$ cat config.mk
export PLATFORM = sky130hd
export DESIGN_NAME = double_to_decimal_string_flat
export DESIGN_NICKNAME = d
export VERILOG_FILES = /design/src/hdl/dtds_pkg.sv /design/src/hdl/dtds_in_if.sv /design/src/hdl/dtds_out_if.sv /design/src/hdl/dtds_bcd.sv /design/src/hdl/double_to_decimal_string.sv /design/src/flat_wrapper.sv
export VERILOG_INCLUDE_DIRS = /design/src /design/src/hdl
export SDC_FILE = /design/constraint.sdc
export NUM_CORES = 2
export LEC_CHECK = 0
export BUFFER_PORTS_ARGS = -buffer_cell sky130_fd_sc_hd__buf_2
export CAP_MARGIN = 25
export CORE_MARGIN = 3
export CORE_UTILIZATION = 48
export DETAILED_ROUTE_END_ITERATION = 8
export GPL_TIMING_DRIVEN = 0
export PLACE_DENSITY_LB_ADDON = 0.05
export SLEW_MARGIN = 20
export SYNTH_ARGS = -nofsm -noshare
export SYNTH_HDL_FRONTEND = slang
export SYNTH_SLANG_ARGS = --single-unit
$ cat constraint.sdc
create_clock -name clk -period 6.38 [get_ports clk]
set_input_delay 0.319 -clock clk [delete_from_list [all_inputs] [get_ports clk]]
set_output_delay 0.319 -clock clk [all_outputs]
set_load 0.02 [all_outputs]
$ cat src/hdl/double_to_decimal_string_macros.svh
// Assertion macros for the double-to-decimal formatter.
// Used by the top level only; no other dependencies.
`ifndef DOUBLE_TO_DECIMAL_STRING_MACROS_SVH
`define DOUBLE_TO_DECIMAL_STRING_MACROS_SVH

// Implication in the same cycle.
`define DTDS_ASSERT_NOW(lbl, clk, rst_n, ante, cons, msg) \
	lbl: assert property (@(posedge clk) disable iff (!rst_n) (ante) |-> (cons)) else $error(msg);

// Implication in the next cycle.
`define DTDS_ASSERT_NEXT(lbl, clk, rst_n, ante, cons, msg) \
	lbl: assert property (@(posedge clk) disable iff (!rst_n) (ante) |=> (cons)) else $error(msg);

`endif

$ cat src/hdl/dtds_pkg.sv
// Shared constants and types for the double-to-decimal formatter.
// No dependencies.
package dtds_pkg;
	localparam int MAX_FRACTION_DIGITS = 18;
	localparam logic [4:0] DEFAULT_DIGITS = 5'd6;
	// fraction held with this many binary places before scaling
	localparam int FRAC_W = 114;
	localparam int ACC_W  = 174;
	localparam int PW_W   = 60;
	// double-dabble unit size
	localparam int BCD_DIGITS = 19;
	localparam int BCD_W      = 4 * BCD_DIGITS;
	localparam int INT_DIGITS = 10;

	localparam logic [6:0] CH_ZERO  = 7'h30;
	localparam logic [6:0] CH_DOT   = 7'h2E;
	localparam logic [6:0] CH_MINUS = 7'h2D;
	localparam logic [6:0] CH_NONE  = 7'h00;

	typedef struct packed {
		logic       start;
		logic [6:0] nbits;
	} bcd_ctl_t;
endpackage

$ cat src/hdl/dtds_in_if.sv
// Input channel: one double per word.
// No dependencies.
interface dtds_in_if;
	logic        valid;
	logic        ready;
	logic [63:0] value_bits;

	modport source (output valid, output value_bits, input ready);
	modport sink (input valid, input value_bits, output ready);
endinterface

$ cat src/hdl/dtds_out_if.sv
// Output channel: one ASCII character per word.
// No dependencies.
interface dtds_out_if;
	logic       valid;
	logic       ready;
	logic [6:0] text_char;
	logic       is_last;
	logic       out_of_range;

	modport source (output valid, output text_char, output is_last, output out_of_range,
		input ready);
	modport sink (input valid, input text_char, input is_last, input out_of_range,
		output ready);
endinterface

$ cat src/hdl/dtds_bcd.sv
// Shared binary-to-BCD unit, shift-and-add-three, one bit per cycle.
// Depends on dtds_pkg.
module dtds_bcd import dtds_pkg::*; (
	input  logic              clk,
	input  logic              arst_n,
	input  bcd_ctl_t          ctl,
	input  logic [63:0]       data,
	output logic              busy,
	output logic [BCD_W-1:0]  digits
);
	logic [6:0]       count_q;
	logic [63:0]      shreg_q;
	logic [BCD_W-1:0] bcd_q;
	logic [BCD_W-1:0] adj;

	// add three to every digit of five or more
	always_comb begin
		for (int i = 0; i < BCD_DIGITS; i++) begin
			adj[4*i +: 4] = (bcd_q[4*i +: 4] >= 4'd5) ? bcd_q[4*i +: 4] + 4'd3
				: bcd_q[4*i +: 4];
		end
	end

	always_ff @(posedge clk or negedge arst_n) begin
		if (!arst_n) begin
			count_q <= '0;
		end else if (ctl.start) begin
			count_q <= ctl.nbits;
		end else if (count_q != 7'd0) begin
			count_q <= count_q - 7'd1;
		end
	end

	always_ff @(posedge clk) begin
		if (ctl.start) begin
			shreg_q <= data;
			bcd_q   <= '0;
		end else if (count_q != 7'd0) begin
			bcd_q   <= {adj[BCD_W-2:0], shreg_q[63]};
			shreg_q <= {shreg_q[62:0], 1'b0};
		end
	end

	assign busy   = (count_q != 7'd0);
	assign digits = bcd_q;
endmodule

$ cat src/hdl/double_to_decimal_string.sv
// Top level: decodes a double, scales and rounds the fraction, converts to
// decimal and streams the text. Depends on dtds_pkg, dtds_in_if, dtds_out_if,
// dtds_bcd and double_to_decimal_string_macros.svh.
//
//  channel   dir   word                                     handshake
//  din       in    value_bits[63:0]                         valid/ready
//  dout      out   text_char[6:0], is_last, out_of_range    valid/ready
//  cfg       in    cfg_wr_data[4:0] (digits_after_point)    cfg_wr_en
//
// Per number: a decode step, p multiply-by-ten steps, the rounding and narrowing
// states S_RND, S_FIX and S_NAR, integer then fraction conversion in the shared
// BCD unit, then one character per cycle (up to 30) while the output is not
// stalled; the sign slot without a minus and up to 9 leading zeros are skipped.
// An error yields one out_of_range word. din.ready is high only between numbers.
// Output stalls hold the character register and pause the stream.
// Asynchronous reset clears control state; digits_after_point resets to 6.
`include "double_to_decimal_string_macros.svh"

module double_to_decimal_string import dtds_pkg::*; (
	input  logic        clk,
	input  logic        arst_n,
	input  logic        cfg_wr_en,
	input  logic [4:0]  cfg_wr_data,
	dtds_in_if.sink     din,
	dtds_out_if.source  dout
);
	localparam logic [3:0] S_IDLE = 4'd0;
	localparam logic [3:0] S_DEC  = 4'd1;
	localparam logic [3:0] S_ERR  = 4'd2;
	localparam logic [3:0] S_MUL  = 4'd3;
	localparam logic [3:0] S_RND  = 4'd4;
	localparam logic [3:0] S_FIX  = 4'd5;
	localparam logic [3:0] S_NAR  = 4'd6;
	localparam logic [3:0] S_BINT = 4'd7;
	localparam logic [3:0] S_BFRC = 4'd8;
	localparam logic [3:0] S_EMIT = 4'd9;

	localparam logic [1:0] P_SIGN  = 2'd0;
	localparam logic [1:0] P_INT   = 2'd1;
	localparam logic [1:0] P_POINT = 2'd2;
	localparam logic [1:0] P_FRAC  = 2'd3;

	logic [3:0]        state_q;
	logic [4:0]        cfg_q, p_q, cnt_q, idx_q;
	logic [63:0]       bits_q, ip_q;
	logic [ACC_W-1:0]  acc_q;
	logic [PW_W-1:0]   pw_q, rnd_q;
	logic              neg_q, nz_q, minus_q, started_q;
	logic [1:0]        phase_q;
	logic [3:0]        int_q [INT_DIGITS];
	logic [3:0]        frc_q [MAX_FRACTION_DIGITS];
	logic              ov_q, last_q, err_q;
	logic [6:0]        ch_q;

	// configuration register
	always_ff @(posedge clk or negedge arst_n) begin
		if (!arst_n) begin
			cfg_q <= DEFAULT_DIGITS;
		end else if (cfg_wr_en) begin
			cfg_q <= cfg_wr_data;
		end
	end

	logic [4:0] p_clamp;
	assign p_clamp = (cfg_q > 5'(MAX_FRACTION_DIGITS)) ? 5'(MAX_FRACTION_DIGITS) : cfg_q;

	// decode of the captured double
	logic [10:0]       ex, shift;
	logic [52:0]       mant, fpart;
	logic [63:0]       ipart, fmask;
	logic [FRAC_W-1:0] fscaled;
	logic              err_d;
	always_comb begin
		ex    = bits_q[62:52];
		mant  = {ex != 11'd0, bits_q[51:0]};
		err_d = (ex == 11'h7FF) || (ex >= 11'd1086);
		if (ex == 11'd0)
			shift = 11'd1074;
		else if (ex < 11'd1075)
			shift = 11'd1075 - ex;
		else
			shift = 11'd0;
		fmask = (64'd1 << shift[5:0]) - 64'd1;
		if (ex >= 11'd1075) begin
			ipart = {11'd0, mant} << 4'(ex - 11'd1075);
			fpart = '0;
		end else if (shift >= 11'd64) begin
			ipart = '0;
			fpart = mant;
		end else begin
			ipart = {11'd0, mant} >> shift[5:0];
			fpart = mant & fmask[52:0];
		end
		if (shift != 11'd0 && shift < 11'(FRAC_W))
			fscaled = FRAC_W'(fpart) << 7'(11'(FRAC_W) - shift);
		else
			fscaled = '0;
	end

	// rounding sum and narrowing
	logic [ACC_W-1:0] rsum;
	logic [31:0]      narrowed, mag32;
	logic             minus_d;
	assign rsum     = acc_q + (ACC_W'(1) << (FRAC_W - 1));
	assign narrowed = neg_q ? 32'd0 - ip_q[31:0] : ip_q[31:0];
	assign minus_d  = narrowed[31] || (narrowed == 32'd0 && ip_q == 64'd0 && neg_q && nz_q);
	assign mag32    = narrowed[31] ? 32'd0 - narrowed : narrowed;

	// shared BCD unit
	bcd_ctl_t          bcd_ctl;
	logic [63:0]       bcd_data;
	logic              bcd_busy;
	logic [BCD_W-1:0]  bcd_digits;
	always_comb begin
		bcd_ctl.start = (state_q == S_NAR) || (state_q == S_BINT && !bcd_busy);
		bcd_ctl.nbits = (state_q == S_NAR) ? 7'd32 : 7'd64;
		bcd_data      = (state_q == S_NAR) ? {mag32, 32'd0} : {4'd0, rnd_q};
	end

	dtds_bcd u_bcd (
		.clk    (clk),
		.arst_n (arst_n),
		.ctl    (bcd_ctl),
		.data   (bcd_data),
		.busy   (bcd_busy),
		.digits (bcd_digits)
	);

	// next character of the stream
	logic       slot_free, emit_v, emit_last;
	logic [6:0] emit_ch;
	logic [3:0] d_int, d_frc;
	assign slot_free = !ov_q || dout.ready;
	assign d_int     = int_q[idx_q[3:0]];
	assign d_frc     = frc_q[idx_q];
	always_comb begin
		emit_v    = 1'b0;
		emit_ch   = CH_NONE;
		emit_last = 1'b0;
		case (phase_q)
			P_SIGN: begin
				emit_v  = minus_q;
				emit_ch = CH_MINUS;
			end
			P_INT: begin
				emit_v    = (idx_q == 5'd0) || (d_int != 4'd0) || started_q;
				emit_ch   = CH_ZERO | {3'd0, d_int};
				emit_last = (idx_q == 5'd0) && (p_q == 5'd0);
			end
			P_POINT: begin
				emit_v  = 1'b1;
				emit_ch = CH_DOT;
			end
			P_FRAC: begin
				emit_v    = 1'b1;
				emit_ch   = CH_ZERO | {3'd0, d_frc};
				emit_last = (idx_q == 5'd0);
			end
			default: begin
				emit_v = 1'b0;
			end
		endcase
	end

	// a new word enters the output register
	logic ov_set;
	assign ov_set = slot_free && ((state_q == S_ERR) || (state_q == S_EMIT && emit_v));

	// output word valid
	always_ff @(posedge clk or negedge arst_n) begin
		if (!arst_n) begin
			ov_q <= 1'b0;
		end else if (ov_set) begin
			ov_q <= 1'b1;
		end else if (dout.ready) begin
			ov_q <= 1'b0;
		end
	end

	// sequencer
	always_ff @(posedge clk or negedge arst_n) begin
		if (!arst_n) begin
			state_q   <= S_IDLE;
			phase_q   <= P_SIGN;
			idx_q     <= '0;
			cnt_q     <= '0;
			started_q <= 1'b0;
		end else begin
			case (state_q)
				S_IDLE: begin
					if (din.valid)
						state_q <= S_DEC;
				end
				S_DEC: begin
					cnt_q   <= p_q;
					state_q <= err_d ? S_ERR : S_MUL;
				end
				S_ERR: begin
					if (slot_free)
						state_q <= S_IDLE;
				end
				S_MUL: begin
					if (cnt_q == 5'd0)
						state_q <= S_RND;
					else
						cnt_q <= cnt_q - 5'd1;
				end
				S_RND: state_q <= S_FIX;
				S_FIX: state_q <= S_NAR;
				S_NAR: state_q <= S_BINT;
				S_BINT: begin
					if (!bcd_busy)
						state_q <= S_BFRC;
				end
				S_BFRC: begin
					if (!bcd_busy) begin
						state_q   <= S_EMIT;
						phase_q   <= P_SIGN;
						started_q <= 1'b0;
					end
				end
				S_EMIT: begin
					if (slot_free) begin
						case (phase_q)
							P_SIGN: begin
								phase_q <= P_INT;
								idx_q   <= 5'(INT_DIGITS - 1);
							end
							P_INT: begin
								if (emit_v)
									started_q <= 1'b1;
								if (idx_q == 5'd0) begin
									if (p_q == 5'd0) begin
										state_q <= S_IDLE;
									end else begin
										phase_q <= P_POINT;
									end
								end else begin
									idx_q <= idx_q - 5'd1;
								end
							end
							P_POINT: begin
								phase_q <= P_FRAC;
								idx_q   <= p_q - 5'd1;
							end
							P_FRAC: begin
								if (idx_q == 5'd0)
									state_q <= S_IDLE;
								else
									idx_q <= idx_q - 5'd1;
							end
							default: begin
								state_q <= S_IDLE;
							end
						endcase
					end
				end
				default: begin
					state_q <= S_IDLE;
				end
			endcase
		end
	end

	// datapath registers
	always_ff @(posedge clk) begin
		case (state_q)
			S_IDLE: begin
				if (din.valid) begin
					bits_q <= din.value_bits;
					p_q    <= p_clamp;
				end
			end
			S_DEC: begin
				ip_q  <= ipart;
				acc_q <= {{(ACC_W-FRAC_W){1'b0}}, fscaled};
				pw_q  <= PW_W'(1);
				neg_q <= bits_q[63];
				nz_q  <= (bits_q[62:0] != 63'd0);
			end
			S_ERR: begin
				if (slot_free) begin
					ch_q   <= CH_NONE;
					last_q <= 1'b1;
					err_q  <= 1'b1;
				end
			end
			S_MUL: begin
				if (cnt_q != 5'd0) begin
					acc_q <= (acc_q << 3) + (acc_q << 1);
					pw_q  <= (pw_q << 3) + (pw_q << 1);
				end
			end
			S_RND: rnd_q <= rsum[ACC_W-1:FRAC_W];
			S_FIX: begin
				if (rnd_q >= pw_q) begin
					ip_q  <= ip_q + 64'd1;
					rnd_q <= rnd_q - pw_q;
				end
			end
			S_NAR: minus_q <= minus_d;
			S_BINT: begin
				if (!bcd_busy)
					for (int i = 0; i < INT_DIGITS; i++)
						int_q[i] <= bcd_digits[4*i +: 4];
			end
			S_BFRC: begin
				if (!bcd_busy)
					for (int i = 0; i < MAX_FRACTION_DIGITS; i++)
						frc_q[i] <= bcd_digits[4*i +: 4];
			end
			S_EMIT: begin
				if (slot_free && emit_v) begin
					ch_q   <= emit_ch;
					last_q <= emit_last;
					err_q  <= 1'b0;
				end
			end
			default: begin
				ch_q <= ch_q;
			end
		endcase
	end

	assign din.ready         = (state_q == S_IDLE);
	assign dout.valid        = ov_q;
	assign dout.text_char    = ch_q;
	assign dout.is_last      = last_q;
	assign dout.out_of_range = err_q;

	// checks
	`DTDS_ASSERT_NOW(a_err_is_last, clk, arst_n, ov_q && err_q, last_q, "error word not last")
	`DTDS_ASSERT_NEXT(a_accept_decodes, clk, arst_n, din.valid && din.ready, state_q == S_DEC,
		"accepted word not decoded")
	`DTDS_ASSERT_NOW(a_emit_bcd_idle, clk, arst_n, state_q == S_EMIT, !bcd_busy,
		"BCD unit busy while streaming")
	`DTDS_ASSERT_NOW(a_frac_reduced, clk, arst_n, state_q == S_NAR, rnd_q < pw_q,
		"rounded fraction not reduced")
endmodule
$ cat src/flat_wrapper.sv
// flat-port wrapper written by rule: the top's interface ports become plain ports
module double_to_decimal_string_flat import dtds_pkg::*;
  (clk, arst_n, cfg_wr_en, cfg_wr_data, din_valid, din_value_bits, din_ready, dout_valid, dout_text_char, dout_is_last, dout_out_of_range, dout_ready);
  dtds_in_if din_i ();
  dtds_out_if dout_i ();
  input  logic clk;
  input  logic arst_n;
  input  logic cfg_wr_en;
  input  logic [4:0] cfg_wr_data;
  input wire logic [$bits(din_i.valid)-1:0] din_valid;
  input wire logic [$bits(din_i.value_bits)-1:0] din_value_bits;
  output wire logic [$bits(din_i.ready)-1:0] din_ready;
  output wire logic [$bits(dout_i.valid)-1:0] dout_valid;
  output wire logic [$bits(dout_i.text_char)-1:0] dout_text_char;
  output wire logic [$bits(dout_i.is_last)-1:0] dout_is_last;
  output wire logic [$bits(dout_i.out_of_range)-1:0] dout_out_of_range;
  input wire logic [$bits(dout_i.ready)-1:0] dout_ready;
  assign din_i.valid = din_valid;
  assign din_i.value_bits = din_value_bits;
  assign din_ready = din_i.ready;
  assign dout_valid = dout_i.valid;
  assign dout_text_char = dout_i.text_char;
  assign dout_is_last = dout_i.is_last;
  assign dout_out_of_range = dout_i.out_of_range;
  assign dout_i.ready = dout_ready;
  double_to_decimal_string u_core (.clk(clk), .arst_n(arst_n), .cfg_wr_en(cfg_wr_en), .cfg_wr_data(cfg_wr_data), .din(din_i), .dout(dout_i));
endmodule
==> impl_metrics.toml <==
[setup_path]
crit_family = "simple AND/OR/NAND/NOR gates"
r2r-end = "u_core.acc_q[58]"
required_ns = 6.91
cp.depth = 21
reg2reg_depth = 21
end_kind = "register"
path_buf_inv = 5
cp-endpoint = "u_core.acc_q[58]"
start_kind = "register"
r2r_start = "u_core.bits_q[55]"
critical_path_class = "register to register"
cp_max_fo = 10
critPathArrivalTime_ns = 7.01
critPathSlowestCell = "mux2i_1"
crit_chain = "buf_2, inv_1, ha_2, nor2_1, clkbuf_1, a31oi_1, a21boi_1, buf_4, nor3_2, nand2_1, ha_2, o21ai_2, or3_1, clkbuf_4, or3_1, a41oi_2, and3_1, nand2_1, mux2i_1, a21oi_1, o221ai_1"
critPathLaunch = "u_core.bits_q[55]"
cpPeakStageDelay_ns = 0.81
ff2ff_setup_slack_ns = -0.1

[global_route]
grt_pass1_vias = 59960
gr-total-overflow = 0
grt_usage_pct = 37.68
grt_pass1_wl_mm = 387.3
grt_max_degree = 60
grt_antenna_before_repair = 6

[run]
cap_violations = 0

[floorplanning]
die_h_um = 367.1
die_x_um = 367.1
dieArea_um2 = 134800
pin_count = 85
core_um2 = 128500
start_util_pct = 48.71
row_count = 131

[sta]
setup_viol = 6
period_needed_ns = 6.478
hold_viol_final = 0
clock.fmax_ghz = 0.1544
finClkSkew_ns = 0.07589
worstMarginPinSlew_ns = 1.149
period_share_pct = 101.5
setup_ws_ns = -0.09840
slew_headroom_pct = 23.07
maxSlewViolCount = 0
rsz0062_at_grt = "no"
hold_ws_ns = 0.02488

[power_and_ir_drop]
powerDensity_nw_per_um2 = 678.9
max-vdd-ir-drop_mv = 0.3666
p_leak_uw = 0.02687
power_uw = 47900

[detailed_routing]
vias = 63240
viasPerCell = 6.648
ant_nets = 0
drt_iter0_markers = 7459
drt_first_pass_iters = 7
post_drt_wl_per_cell_um = 27.86
wirelength_mm = 265.0
drc = 0

[yosys]
synth.area.top_cells = "edfxtp_1 (29%), ha_1 (6.8%), nand2_1 (5.4%), a21oi_1 (5.2%), o21ai_0 (4.6%)"
yosys_warnings = 0
synth_cell_types = 109
avgSynthCellArea_um2 = 8.453
ys_ff_latch = 716
yosysTopAreaCell = "edfxtp_1"
synth_edf_count = 614
synth_top_flop_cell = "edfxtp_1"
synth.top_cell.area_share_pct = 29.45
async_reset_ff_share_pct = 4.190
ys_seq_area_share_pct = 32.96
syn_inst = 7406
synth_area_um2 = 62600

[finish]
fill_cells = 12090
final_area_um2 = 70550
area_growth_pct = 12.69
post-route-util_pct = 54.90
drive_above_1_share_pct = 7.993
nets = 8128

[status]
status = "complete, but fails checks"
violations = "negative setup slack"

[clock_tree]
cts.sinks = 716
clk_pin_slew_ns = 0.06
cts_tree = "done"
cts-root-buf = "clkbuf_16"
clk_latency_ns = 0.75
ctsLongestPathBuffers = 3
htreeDepth = 3
cts_buffers = 85

[hold_path]
worstHoldPathType = "input port to async pin"

[placement]
dp_hpwl_mm = 203.8
dp_slack_ns = -2.199
gp_congestion = 1.059
io_buffers = 83
placed_area_um2 = 65780
-- layout make-up --
class	count	area [um2]	area share, %
diodes	2	5.005	0.007094
plain buffers	456	1829	2.593
clock buffers	106	2278	3.230
clock inverters	51	759.5	1.077
inverters	234	885.9	1.256
multi-input cells	5999	40130	56.88
flip-flops and latches	716	20630	29.25
well taps	1729	2163	3.067
repair buffers	220	1867	2.646
-- cell usage after synthesis, types with 16 or more instances --
cell type and count:
a211oi_1 103, a21boi_0 20, a21o_1 194, a21oi_1 654, a221o_1 21, a221oi_1 64, a22oi_1 59, a31oi_1 85
and2_1 39, and3_1 77, buf_1 49, buf_2 25, clkbuf_1 380, dfrtp_1 28, dfxtp_1 72, edfxtp_1 614
ha_1 339, inv_1 231, mux2_2 37, mux2i_1 230, mux4_2 69, nand2_1 905, nand2b_1 65, nand3_1 203
nand4_1 123, nor2_1 591, nor2b_1 56, nor3_1 163, nor3b_1 25, nor4_1 64, o211ai_1 90, o21a_1 45
o21ai_0 576, o21ai_1 23, o21bai_1 69, o221ai_1 34, o22ai_1 68, o31ai_1 55, o32ai_1 16, or2_2 29
or3_1 44, or4_1 27, xnor2_1 263, xor2_1 198
-- metrics by stage --
stage | instances | setup TNS, ns
after floorplan | 7407 | 0
after global placement | 9219 | -819.44
after detailed placement | 9257 | -196.68
after CTS | 9494 | 0
after global routing | 9511 | 0
final | 9513 | -0.2099
-- cell families after synthesis --
family / count (synthesis) / synth area share (%)
other: 1 / 0.005990
multiplexers: 337 / 6.850
buffers and inverters: 692 / 4.221
AO/OA/AOI/OAI: 2392 / 24.37
flip-flops: 716 / 32.96
adder cells (fa/ha/maj): 342 / 6.872
AND/OR/NAND/NOR: 2465 / 18.27
XOR/XNOR: 461 / 6.450
-- routing by layer --
metal / GRT usage, % / up-vias / share of wire, %
met2: 58.30 / 3567 / 43
met4: 19.57 / 4 / 6.2
met3: 8.012 / 842 / 9.7
li1: - / 28390 / -
met1: 49.61 / 30440 / 41
met5: 0 / - / 0.011
-- flip-flops by register name, summed over array words and instances (netlist names), 40 cells and up --
| signal | cells |
|---|---|
| u_core.u_bcd.shreg_q | 64 |
| u_core.bits_q | 64 |
| u_core.int_q | 40 |
| u_core.ip_q | 64 |
| u_core.pw_q | 60 |
| u_core.acc_q | 174 |
| u_core.u_bcd.digits | 72 |
| u_core.rnd_q | 60 |
| u_core.frc_q | 72 |
-- where the power goes --
group,switching (uW),internal (uW)
Sequential,1950,7920
Clock,2210,3140
Combinational,21400,11300
-- worst min-delay path by stage --
stage                                to  slack (ns)               startpoint  cells past startpoint
CTS                       u_core.p_q[0]         0.1                din_valid                      2
detailed placement  u_core.frc_q[17][3]        0.46  u_core.u_bcd.digits[71]                      0
global route            u_core.idx_q[3]        0.03                   arst_n                      2
finish                  u_core.idx_q[2]        0.02                   arst_n                      2
global placement    u_core.frc_q[17][3]        0.45  u_core.u_bcd.digits[71]                      0
floorplan               u_core.cfg_q[0]        0.02                   arst_n                      0
-- repair_timing --
item / in CTS / in global routing
endpoints found under the hold margin: 98 / 0
setup endpoints to repair: 152 / 126
hold buffers: 76 / 0
resized for setup: 114 / 77
pin swaps: 5 / 9
setup buffers: 6 / 11
-- cell usage in the layout (no fill, tap or decap), types with 99 or more instances in the layout --
master and count:
a211oi_1 99, nand2_1 902, edfxtp_1 614, clkbuf_1 370, o21ai_0 557, a21o_1 194, nor2_1 586, mux2i_1 221
ha_1 336, buf_2 111, inv_1 230, a21oi_1 645, xor2_1 197, nand4_1 123, nor3_1 155, nand3_1 200
xnor2_1 260
No activity file was read; power rests on OpenSTA's default activity.
